File: config.mk
export PLATFORM = sky130hd
export DESIGN_NAME = rra_shade
export DESIGN_NICKNAME = d
export VERILOG_FILES = /design/src/hw/rtl/rra_pkg.sv /design/src/hw/rtl/rra_shade.sv
export SDC_FILE = /design/constraint.sdc
export NUM_CORES = 1
export LEC_CHECK = 0
export BUFFER_PORTS_ARGS = -buffer_cell sky130_fd_sc_hd__buf_4
export CORE_MARGIN = 4
export CORE_UTILIZATION = 37
export CTS_CLUSTER_DIAMETER = 50
export DETAILED_ROUTE_END_ITERATION = 16
export PLACE_DENSITY = 0.62
export SETUP_SLACK_MARGIN = 0.2
export SLEW_MARGIN = 15
export SYNTH_ARGS = -nofsm -noshare
export SYNTH_HDL_FRONTEND = slang
export SYNTH_SLANG_ARGS = --single-unit
File: constraint.sdc
create_clock -name clk -period 4.8 [get_ports clk]
set_input_delay 0.48 -clock clk [delete_from_list [all_inputs] [get_ports clk]]
set_output_delay 0.48 -clock clk [all_outputs]
set_load 0.01 [all_outputs]
File: src/hw/rtl/rra_pkg.sv
package rra_pkg;

    localparam int SQRT_STEPS = 21;
    localparam int RAD_W      = 2 * SQRT_STEPS;
    localparam int ROOT_W     = SQRT_STEPS;
    localparam int FIFO_DEPTH = 32;
    localparam int FIFO_AW    = 5;
    localparam int LEVEL_W    = 6;
    localparam int CFG_IDX_W  = 3;
    localparam int CFG_DATA_W = 16;

    typedef enum logic [CFG_IDX_W-1:0] {
        CFG_RECT_LEFT,
        CFG_RECT_TOP,
        CFG_RECT_WIDTH,
        CFG_RECT_HEIGHT,
        CFG_CORNER_RADIUS,
        CFG_FILL_COLOR
    } cfg_index_t;

    typedef struct packed {
        logic signed [15:0] rect_left;
        logic signed [15:0] rect_top;
        logic [14:0]        rect_width;
        logic [14:0]        rect_height;
        logic [13:0]        corner_radius;
        logic [15:0]        fill_color;
    } cfg_t;

    typedef struct packed {
        logic signed [11:0] column;
        logic signed [11:0] row;
        logic [15:0]        old_pixel;
    } pixel_in_t;

    typedef struct packed {
        logic [15:0] new_pixel;
        logic        write_enable;
        logic [8:0]  coverage;
    } pixel_out_t;

    // per-pixel data riding alongside the root extraction
    typedef struct packed {
        logic               on_screen;
        logic               corner;
        logic signed [18:0] metric;
        logic [15:0]        old_pixel;
    } side_t;

    typedef struct packed {
        logic [RAD_W-1:0] rem;
        logic [RAD_W-1:0] root;
        side_t            side;
    } sqrt_data_t;

    // radius in 1/32 px: min(2*corner_radius, width, height)
    function automatic logic [14:0] clamp_radius(cfg_t c);
        logic [14:0] r;
        r = {c.corner_radius, 1'b0};
        if (r > c.rect_width) r = c.rect_width;
        if (r > c.rect_height) r = c.rect_height;
        return r;
    endfunction

endpackage

File: src/hw/rtl/rra_shade.sv
module rra_shade (
    input  logic                 clk,
    input  logic                 rst_n,
    input  rra_pkg::cfg_t        cfg,
    input  logic                 sq_valid,
    input  rra_pkg::sqrt_data_t  sq_data,
    output logic                 out_valid,
    output rra_pkg::pixel_out_t  out_word
);
    import rra_pkg::*;

    logic [14:0]        r2;
    logic signed [22:0] d_corner;
    logic signed [22:0] d_edge;
    logic signed [22:0] distance;
    logic signed [22:0] diff;
    logic [8:0]         cov_next;
    logic [9:0]         kbias;
    logic [5:0]         k_next;
    logic [5:0]         kinv;

    logic               valid_a_reg;
    logic [8:0]         cov_a_reg;
    logic               we_a_reg;
    logic [15:0]        old_a_reg;
    logic [5:0]         k_a_reg;

    logic               valid_b_reg;
    logic [8:0]         cov_b_reg;
    logic               we_b_reg;
    logic [15:0]        old_b_reg;
    logic [10:0]        fr_b_reg;
    logic [10:0]        br_b_reg;
    logic [11:0]        fg_b_reg;
    logic [11:0]        bg_b_reg;
    logic [10:0]        fb_b_reg;
    logic [10:0]        bb_b_reg;

    logic [9:0]         red_sum;
    logic [10:0]        grn_sum;
    logic [9:0]         blu_sum;
    logic               valid_c_reg;
    pixel_out_t         word_c_reg;
    pixel_out_t         word_next;

    assign r2       = clamp_radius(cfg);
    assign d_corner = $signed({2'b00, sq_data.root[ROOT_W-1:0]})
                    - $signed({5'b00000, r2, 3'b000});
    assign d_edge   = $signed({sq_data.side.metric[18], sq_data.side.metric, 3'b000});
    assign distance = sq_data.side.corner ? d_corner : d_edge;
    assign diff     = 23'sd128 - distance;

    always_comb
    begin
        priority if (distance <= -23'sd128)
            cov_next = 9'd256;
        else if (distance >= 23'sd128)
            cov_next = '0;
        else
            cov_next = diff[8:0];
    end

    assign kbias  = {1'b0, cov_next} + 10'd4;
    assign k_next = kbias[8:3];
    assign kinv   = 6'd32 - k_a_reg;

    assign red_sum   = 10'(fr_b_reg + br_b_reg);
    assign grn_sum   = 11'(fg_b_reg + bg_b_reg);
    assign blu_sum   = 10'(fb_b_reg + bb_b_reg);

    always_comb
    begin
        word_next.coverage     = cov_b_reg;
        word_next.write_enable = we_b_reg;
        word_next.new_pixel    = we_b_reg ? {red_sum[9:5], grn_sum[10:5], blu_sum[9:5]}
                                          : old_b_reg;
    end

    always_ff @(posedge clk or negedge rst_n)
    begin
        if (!rst_n)
        begin
            valid_a_reg <= 1'b0;
            valid_b_reg <= 1'b0;
            valid_c_reg <= 1'b0;
        end
        else
        begin
            valid_a_reg <= sq_valid;
            valid_b_reg <= valid_a_reg;
            valid_c_reg <= valid_b_reg;
        end
    end

    always_ff @(posedge clk)
    begin
        cov_a_reg  <= cov_next;
        we_a_reg   <= sq_data.side.on_screen && (cov_next != '0);
        old_a_reg  <= sq_data.side.old_pixel;
        k_a_reg    <= k_next;

        cov_b_reg  <= cov_a_reg;
        we_b_reg   <= we_a_reg;
        old_b_reg  <= old_a_reg;
        fr_b_reg   <= 11'(cfg.fill_color[15:11]) * 11'(k_a_reg);
        br_b_reg   <= 11'(old_a_reg[15:11]) * 11'(kinv);
        fg_b_reg   <= 12'(cfg.fill_color[10:5]) * 12'(k_a_reg);
        bg_b_reg   <= 12'(old_a_reg[10:5]) * 12'(kinv);
        fb_b_reg   <= 11'(cfg.fill_color[4:0]) * 11'(k_a_reg);
        bb_b_reg   <= 11'(old_a_reg[4:0]) * 11'(kinv);

        word_c_reg <= word_next;
    end

    assign out_valid = valid_c_reg;
    assign out_word  = word_c_reg;

endmodule

=== Word-level counts from Yosys, hierarchy flattened ===
Index checks and enable logic that the tools add are counted.

* Bits in registers: 149
* Input bits: 216

* Add/sub/neg operators: 7
* $mul: 6
* $lt $le $gt $ge: 4
* Mux-type cells: 6
* Reductions and logical operators: 2

{| class="wikitable"
|+ Operators by type and width
! cell !! count
|-
| multiplier 5 x 6 -> 10 bit || 4
|-
| greater-than comparator 15 bit || 2
|-
| two-way mux 15 bit || 2
|-
| >= comparator 23 x 9 -> 1 bit (second input constant) || 1
|-
| less-or-equal comparator 23 x 8 -> 1 bit (second input constant) || 1
|-
| two-way mux 23 bit || 1
|-
| multiplier 6 x 6 -> 11 bit || 2
|-
| subtractor 21 x 18 -> 22 bit || 1
|-
| adder 10 bit || 2
|-
| two-way mux 9 bit || 2
|-
| two-way mux 16 bit || 1
|-
| adder 11 bit || 1
|-
| adder 9 x 3 -> 9 bit (second input constant) || 1
|-
| nonzero test 9 bit || 1
|-
| subtractor 9 bit (first input constant) || 1
|-
| subtractor 6 bit (first input constant) || 1
|-
| logical AND 1 bit || 1
|}

=== Logic depth before layout (Yosys ltp) ===
Gate-level depths: netlist (run 1).

* Depth after elaboration: 11
* Depth in mapped cells: 37
* Depth with buffers taken out: 36

=== Worst setup path after synthesis (run 1) ===
OpenSTA, ideal clock, no wires.

* Path type: input -> register
* Start point: in cfg[46] (netlist name)
* End point: reg k_a_reg[5]
* Library setup time: 0.070 ns
* Arrival time: 7.845 ns
* Data required time: 4.730 ns
* Slack: -3.115 ns
* Stages on the path: 35
* Cell sequence: inv_1 ha_1 nor2b_1 o21a_1 o21a_1 o21a_1 o21a_1 o21ai_0 a21oi_1 clkbuf_1 mux2_2 ha_1 a21o_1 a21o_1 a21oi_1 nand2_1 o21ai_1 clkbuf_1 mux2i_1 ha_1 inv_1 fa_1 a211oi_2 nor4_1 a211oi_1 mux2_2 a21boi_0 a211o_1 nor4_2 o21ba_4 and2b_1 ha_1 nand3_1 or3_1 o21bai_1

* Cells in the longest elaborated chain, start to end: 10

{| class="wikitable"
|+ Ends and longest elaborated chain
! element !! line !! source
|-
| from (decl) || rra_shade.sv:4 || <nowiki>input rra_pkg::cfg_t cfg,</nowiki>
|-
| greater-than comparator 15 bit || rra_pkg.sv:60 || <nowiki>if (r > c.rect_width) r = c.rect_width;</nowiki>
|-
| two-way mux 15 bit * || rra_pkg.sv:60 ||
|-
| greater-than comparator 15 bit || rra_pkg.sv:61 || <nowiki>if (r > c.rect_height) r = c.rect_height;</nowiki>
|-
| two-way mux 15 bit * || rra_pkg.sv:61 ||
|-
| subtractor 21 x 18 -> 22 bit * || rra_shade.sv:48 || <nowiki>- $signed({5'b00000, r2, 3'b000});</nowiki>
|-
| two-way mux 23 bit * || rra_shade.sv:50 || <nowiki>assign distance = sq_data.side.corner ? d_corner : d_edge;</nowiki>
|-
| >= comparator 23 x 9 -> 1 bit or subtractor 9 bit (tied branches) || rra_shade.sv:57, rra_shade.sv:51 ||
|-
| two-way mux 9 bit || rra_shade.sv:57 || <nowiki>else if (distance >= 23'sd128)</nowiki>
|-
| two-way mux 9 bit * || rra_shade.sv:55 || <nowiki>priority if (distance <= -23'sd128)</nowiki>
|-
| named net cov_next[3] || rra_shade.sv:17 || <nowiki>logic [8:0] cov_next;</nowiki>
|-
| adder 9 x 3 -> 9 bit * || rra_shade.sv:63 || <nowiki>assign kbias = {1'b0, cov_next} + 10'd4;</nowiki>
|-
| named net kbias[8] || rra_shade.sv:18 || <nowiki>logic [9:0] kbias;</nowiki>
|-
| to (signal assigned) || rra_shade.sv:100 || <nowiki>k_a_reg <= k_next;</nowiki>
|-
| to (decl) || rra_shade.sv:26 || <nowiki>logic [5:0] k_a_reg;</nowiki>
|}

The timed path passes the listed nets; every way through them passes the cells marked *.

=== Final worst setup path (run 1) ===
* Start point: in cfg[16] (netlist name)
* End point: reg k_a_reg[5]

The elaborated chain is that of the path after synthesis.

==> results of run 1 <==
cells by family (layout without fill, tap and decap cells):
family,Yosys count,in the layout
buf+inv,193,498
fa+ha+maj,260,260
xor+xnor,92,92
flops,149,149
compound gates,199,199
simple gates,358,358
other cells,0,1
mux,48,48
per-layer routing:
metal  global-route usage [%]  part of all wire (%)
met5                        0                 0.071
met4                     3.95                   1.2
met3                     3.22                   4.7
met2                     28.9                    49
met1                     21.5                    45
power by group:
group          total, uW  switching [uW]  internal, uW  leakage (uW)
sequential          1320            30.0          1290       0.00124
combinational       1360             652           711       0.00669
clock               1460             505           952      0.000304
critical path, delay by kind of cell:
family	cells	cell delay, ps
and+or+nand+nor	6	1140
AOI/OAI and AO/OA	17	3290
xor gates and xnor gates	1	140
muxes	2	530
adders and majority gates	5	1260
buffers and inverters	3	290
final cells by class:
class | count | area [um2]
multi-input cells | 957 | 8840
inverters | 158 | 598
repair buffers | 309 | 2440
well taps | 435 | 544
clock inverters | 11 | 198
fillers | 2986 | 15800
diodes | 1 | 2.50
flip-flops and latches | 149 | 3000
clock buffers | 20 | 458
final timing paths:
kind,start,to,slack (ps),depth (start not counted)
min in group asynchronous,rst_n,valid_a_reg,380,2
max in group asynchronous,rst_n,out_valid,4320,2
max reg2reg,k_a_reg[2],bg_b_reg[10],400,17
min,sq_data[2],old_a_reg[2],160,1
min reg2reg,cov_a_reg[8],cov_b_reg[8],330,0
max,cfg[16],k_a_reg[5],-2020,34
metrics by stage:
stage	cell area, um2	cells	TNS, ps	util [%]
6_report	16100	2040	-28280	50.4
2_1_floorplan	12200	1299	-24610	-
4_1_cts	15700	2027	-25430	49.2
3_3_place_gp	14700	1981	-30860	46.2
3_5_place_dp	14700	1981	-33530	46.2
5_1_grt	16100	2040	-33550	50.4
repair_timing:
item                                    CTS  global route
resized for setup                        36            53
cloned                                    1             1
endpoints found under the hold margin     3             0
hold buffers                              1             0
pin swaps                                10            13
buffers inserted                         13            11
endpoints found under the setup margin   16            23
Yosys cell counts, drive strengths merged (2+ instances only):
cell / count / share of area [%]
nor3b: 2 / 0.12
dfxtp: 146 / 24
a31oi: 7 / 0.36
mux2: 28 / 2.6
nor4: 6 / 0.36
nand4: 10 / 0.52
o21ai: 26 / 1.1
buf: 12 / 0.60
a21boi: 3 / 0.19
and3: 6 / 0.31
and2: 96 / 5.0
a211oi: 9 / 0.68
o2111a: 2 / 0.19
a2111oi: 3 / 0.28
a21oi: 70 / 3.0
nor2: 40 / 1.2
clkbuf: 23 / 0.72
a21o: 27 / 1.7
a31o: 5 / 0.36
nand2: 129 / 4.0
nand3: 15 / 0.66
nand2b: 8 / 0.41
ha: 183 / 19
o31ai: 2 / 0.24
o211ai: 2 / 0.12
fa: 77 / 13
inv: 157 / 4.9
and2b: 3 / 0.19
or3: 8 / 0.41
a211o: 2 / 0.15
o21a: 6 / 0.37
nor3: 10 / 0.41
nor2b: 16 / 0.83
o21bai: 21 / 1.3
o2111ai: 3 / 0.22
mux2i: 20 / 1.7
dfrtp: 3 / 0.62
or2: 2 / 0.10
xor2: 18 / 1.3
xnor2: 74 / 5.4
and4: 4 / 0.29
==> key figures, run 1 <==
Critical path
  – Crit path required time: 5150 ps
  – Worst setup SP type: input port
  – Max incr delay on CP: 450 ps
  – Crit path max-delay cell type: o41a_1
  – Crit-path max FO: 7
  – Most frequent CP cell: o21a_1
  – Critical path type: in2reg
  – Data arrival time of the worst path: 7170 ps
  – Element type at the critical path end: register

Logic synthesis
  – Xor/xnor cell area share of the yosys netlist: roughly 6.7%
  – Distinct cells, synth: 67
  – Synth async-reset ratio: 2.01%
  – Syn nets: around 1800
  – Main combinational cell family by area after synthesis: adder cells
  – Synthesized cell area: 12100 um2
  – Mapped Cells: around 1300
  – Yosys warnings: 0
  – Mux contribution to synthesized area: 4.27%
  – Avg Cell Area, Syn: around 9.3 um2
  – Simple-Gate Fraction of Synth Area: about 15%
  – Main flop type after synthesis: dfxtp_1
  – Compound-Gate Fraction of Synth Area: between 10% and 20%
  – Sequential element share of the synthesized area: between 20% and 30%
  – Number of synthesized flops with an enable pin: 0
  – Synth Register Bits: 149
  – Fraction of the mapped netlist area in adder cells: 31.7%

Placed design
  – Gpl congestion: 0.877
  – DP Wirelength: between 20 and 25 mm
  – Post-Place Setup Slack: -2570 ps
  – Buffers added on ports: about 150

Floorplanning
  – Core area: 31900 um2
  – Core Rows: 65
  – Die width: approximately 190 um
  – Die area: 35600 um2
  – Die Ht: between 150 and 200 um
  – IO Count: between 200 and 250
  – Initial core utilization: a little under two fifths

Detailed routing
  – WL final: approximately 30 mm
  – Via count: 9778
  – DRC: 0
  – Remaining antenna violation count: 0
  – DR WL/cell: about 14 um
  – Post-DR vias/cell: roughly 4.8
  – DRT Pass-1 Iters: 4
  – First-iteration detailed-routing DRC count: around 330

Timing
  – WHS: 156 ps
  – Relative slew margins: a little over three fifths
  – Slew @ Worst Pin: 555 ps
  – RSZ-0062 raised after global routing: true
  – Period minus WS final: slightly below 7000 ps
  – Final cycle utilization of the critical path: 142%
  – Clock skew: ~6.8 ps
  – # setup viols final: 16
  – Hold Fails Final Rpt: 0
  – Max Clock Freq: ~150 MHz
  – Slew Viols, Final: 0
  – Final worst slack: -2020 ps

Global routing
  – First-pass GRT wire length: between 40 and 50 mm
  – Antenna violations before repair: 3
  – Gr usage total: between 15 and 20%
  – Grt ovf: 0
  – Largest net degree at the start of global routing: 35
  – Vias in the first global route: 10200

Cells and area
  – Final #Nets: 2068
  – Commonest cells after routing, fill and taps aside: 293 x buf_4, 174 x ha_1, 155 x inv_1
  – Most common cell after layout, fill and taps aside: buf_4
  – Area Overhead vs Synth: 33.2%
  – Max reg flops: 26
  – Layout cells sized above 1: ~28%

Power
  – Worst vdd rail ir drop: 0.232 mV
  – Static leakage: 0.00823 uW
  – Power Total: 4140 uW
  – Power per cell area: between 200 and 300 nW/um2

CTS
  – CTS Sinks: around 150
  – CTS tree: done
  – Max Root-Sink Buffers: 2
  – Clk root buf: clkbuf_16
  – CTS HTree Levels: 4
  – Total CTS buffers: 17
  – CTS clock-pin slew for the worst setup and hold paths: 60 ps
  – Worst-Skew Late Latency: between 400 and 500 ps

Run status
  – Status: finished, violations left
  – Failing checks: setup timing

Hold path
  – HP Class: in2reg

Flow run
  – Max cap viols: 0
Power figures use the tool's default switching activity.
==> run 2, diff against run 1 <==
--- a/config.mk
+++ b/config.mk
@@ -11,6 +11,7 @@
 export CTS_CLUSTER_DIAMETER = 50
 export DETAILED_ROUTE_END_ITERATION = 16
 export PLACE_DENSITY = 0.62
+export RECOVER_POWER = 50
 export SETUP_SLACK_MARGIN = 0.2
 export SLEW_MARGIN = 15
 export SYNTH_ARGS = -nofsm -noshare
==> key figures, run 2 (synthesis gave the netlist of run 1 again) <==
Critical path
  – Max incr delay on CP: 450 ps (about the same)
  – Data arrival time of the worst path: 7170 ps (about the same)
  – Worst reg-to-reg path cell count: 17 (unchanged)
  – Most frequent CP cell: o21a_1 (unchanged)
  – Crit path required time: 5150 ps (about the same)
  – R2r setup slk: 310 ps (was 400 ps)
  – Worst setup SP type: input port (unchanged)
  – Critical path type: in2reg (unchanged)
  – Crit-path max FO: 7 (unchanged)
  – RR Startpoint: k_a_reg[0] (was k_a_reg[2])
  – R2R Path End: bg_b_reg[10] (unchanged)
  – Crit path max-delay cell type: o41a_1 (unchanged)
  – Element type at the critical path end: register (unchanged)

Placed design
  – Gpl congestion: 0.877 (unchanged)
  – Buffers added on ports: 147 (unchanged)
  – DP Wirelength: 23.6 mm (unchanged)
  – Area after DPL: 14700 um2 (unchanged)

Floorplanning
  – Core Rows: 65 (unchanged)
  – Die Ht: 189 um (unchanged)
  – Core area: 31900 um2 (unchanged)
  – IO Count: 243 (unchanged)
  – Initial core utilization: 37.9% (unchanged)
  – Die area: 35600 um2 (unchanged)
  – Die width: 189 um (unchanged)

Cells and area
  – Post-route cell area: 16000 um2 (was 16100 um2)
  – Core Util, Final: 50.2% (was 50.4%)
  – Layout cells sized above 1: 27.2% (was 28.4%)
  – Commonest cells after routing, fill and taps aside: 258 x buf_4, 174 x ha_1, 155 x inv_1 (was 293 x buf_4, 174 x ha_1, 155 x inv_1)
  – Final #Nets: 2068 (unchanged)
  – Area Overhead vs Synth: 32.7% (was 33.2%)
  – Most common cell after layout, fill and taps aside: buf_4 (unchanged)
  – Max reg flops: 26 (unchanged)

Global routing
  – Antenna violations before repair: 3 (unchanged)
  – Vias in the first global route: 10200 (unchanged)
  – Gr usage total: 16.7% (unchanged)
  – Largest net degree at the start of global routing: 35 (unchanged)
  – Grt ovf: 0 (unchanged)
  – First-pass GRT wire length: 49.0 mm (unchanged)

Timing
  – Final worst slack: -2020 ps (about the same)
  – # setup viols final: 16 (unchanged)
  – Final cycle utilization of the critical path: 142% (about the same)
  – WHS: 177 ps (was 156 ps)
  – Clock skew: 7.09 ps (was 6.81 ps)
  – Max Clock Freq: 147 MHz (about the same)
  – Period minus WS final: 6820 ps (about the same)
  – Relative slew margins: 14.6% (was 62.8%)
  – RSZ-0062 raised after global routing: true (unchanged)
  – Slew @ Worst Pin: 1280 ps (was 555 ps)
  – Slew Viols, Final: 0 (unchanged)
  – Hold Fails Final Rpt: 0 (unchanged)

Detailed routing
  – WL final: 29.3 mm (was 29.4 mm)
  – Post-DR vias/cell: 4.80 (was 4.79)
  – DR WL/cell: 14.4 um (about the same)
  – Remaining antenna violation count: 0 (unchanged)
  – Wire length on met2: 14.4 mm (about the same)
  – DRC: 0 (unchanged)
  – Met1 wire length: 13.2 mm (about the same)
  – DRT Pass-1 Iters: 5 (was 4)
  – First-iteration detailed-routing DRC count: 352 (was 334)
  – Highest routed layer: met5 (unchanged)
  – Wire length on met3: 1.37 mm (about the same)
  – Via count: 9791 (was 9778)

CTS
  – Max Root-Sink Buffers: 2 (unchanged)
  – CTS clock-pin slew for the worst setup and hold paths: 60 ps (about the same)
  – Total CTS buffers: 17 (unchanged)
  – CTS tree: done (unchanged)
  – Clk root buf: clkbuf_16 (unchanged)
  – CTS Sinks: 149 (unchanged)
  – Worst-Skew Late Latency: 420 ps (about the same)
  – CTS HTree Levels: 4 (unchanged)

Hold path
  – HP Class: in2reg (unchanged)
  – HP Start: sq_data[15] (was sq_data[2])
  – WHS Endpoint: old_a_reg[15] (was old_a_reg[2])
  – Hold Crit Depth: 1 (unchanged)

Power
  – Power per cell area: 258 nW/um2 (was 257 nW/um2)
  – Static leakage: 0.00815 uW (was 0.00823 uW)
  – Worst vdd rail ir drop: 0.232 mV (about the same)

Run status
  – Status: finished, violations left (unchanged)
  – Failing checks: setup timing (unchanged)

Flow run
  – Max cap viols: 0 (unchanged)
## run 2: worst max-delay path: cells and delay by family
family	cells	cell delay [ps]
multiplexers	2	530
buffers and inverters	3	290
AO/OA/AOI/OAI	17	3290
AND/OR/NAND/NOR	6	1140
XOR/XNOR	1	140
adder cells (fa/ha/maj)	5	1260
## run 2: timing repair
| item | in CTS | in global routing |
|---|---|---|
| endpoints found under the setup margin | 16 | 23 |
| cloned | 1 | 1 |
| resized for setup | 36 | 53 |
| buffers inserted | 13 | 11 |
| hold buffers | 1 | 0 |
| pin swaps | 10 | 13 |
| endpoints found under the hold margin | 3 | 0 |
## run 2: final cells by class
| cell class | count | area (um2) |
|---|---|---|
| fillers | 3007 | 15900 |
| repair buffers | 309 | 2370 |
| clock buffers | 20 | 458 |
| diodes | 1 | 2.50 |
| multi-input cells | 957 | 8840 |
| inverters | 158 | 598 |
| well taps | 435 | 544 |
| flip-flops and latches | 149 | 3000 |
| clock inverters | 11 | 198 |
## run 2: per-layer routing
metal,vias to the layer above,GRT usage [%]
li1,4909,-
met1,4637,21.5
met2,211,28.9
met3,30,3.22
met4,4,3.95
met5,-,0
## run 2: how the worst max path moves through the flow
stage               slack [ps]     from         end  depth (start not counted)
finish                   -2020  cfg[16]  k_a_reg[5]                         34
floorplan                -2080  cfg[16]  k_a_reg[5]                         34
global route             -2390  cfg[46]  k_a_reg[5]                         37
global placement         -2360  cfg[46]  k_a_reg[5]                         35
CTS                      -1910  cfg[46]  k_a_reg[5]                         38
detailed placement       -2570  cfg[46]  k_a_reg[5]                         35
## run 2: power breakdown
part	leakage, uW	switching, uW	internal [uW]	total (uW)
clock	0.000304	505	952	1460
sequential	0.00124	30.0	1290	1320
combinational	0.00661	653	703	1360
## run 2: metrics by stage
step	worst slack, ps	setup TNS, ps	cells	power, uW
6_report	-2020	-28280	2040	4130
5_1_grt	-2390	-33550	2040	4370
4_1_cts	-1910	-25430	2027	4070
3_5_place_dp	-2570	-33530	1981	2540
3_3_place_gp	-2360	-30860	1981	2530
2_1_floorplan	-2080	-24610	1299	2010
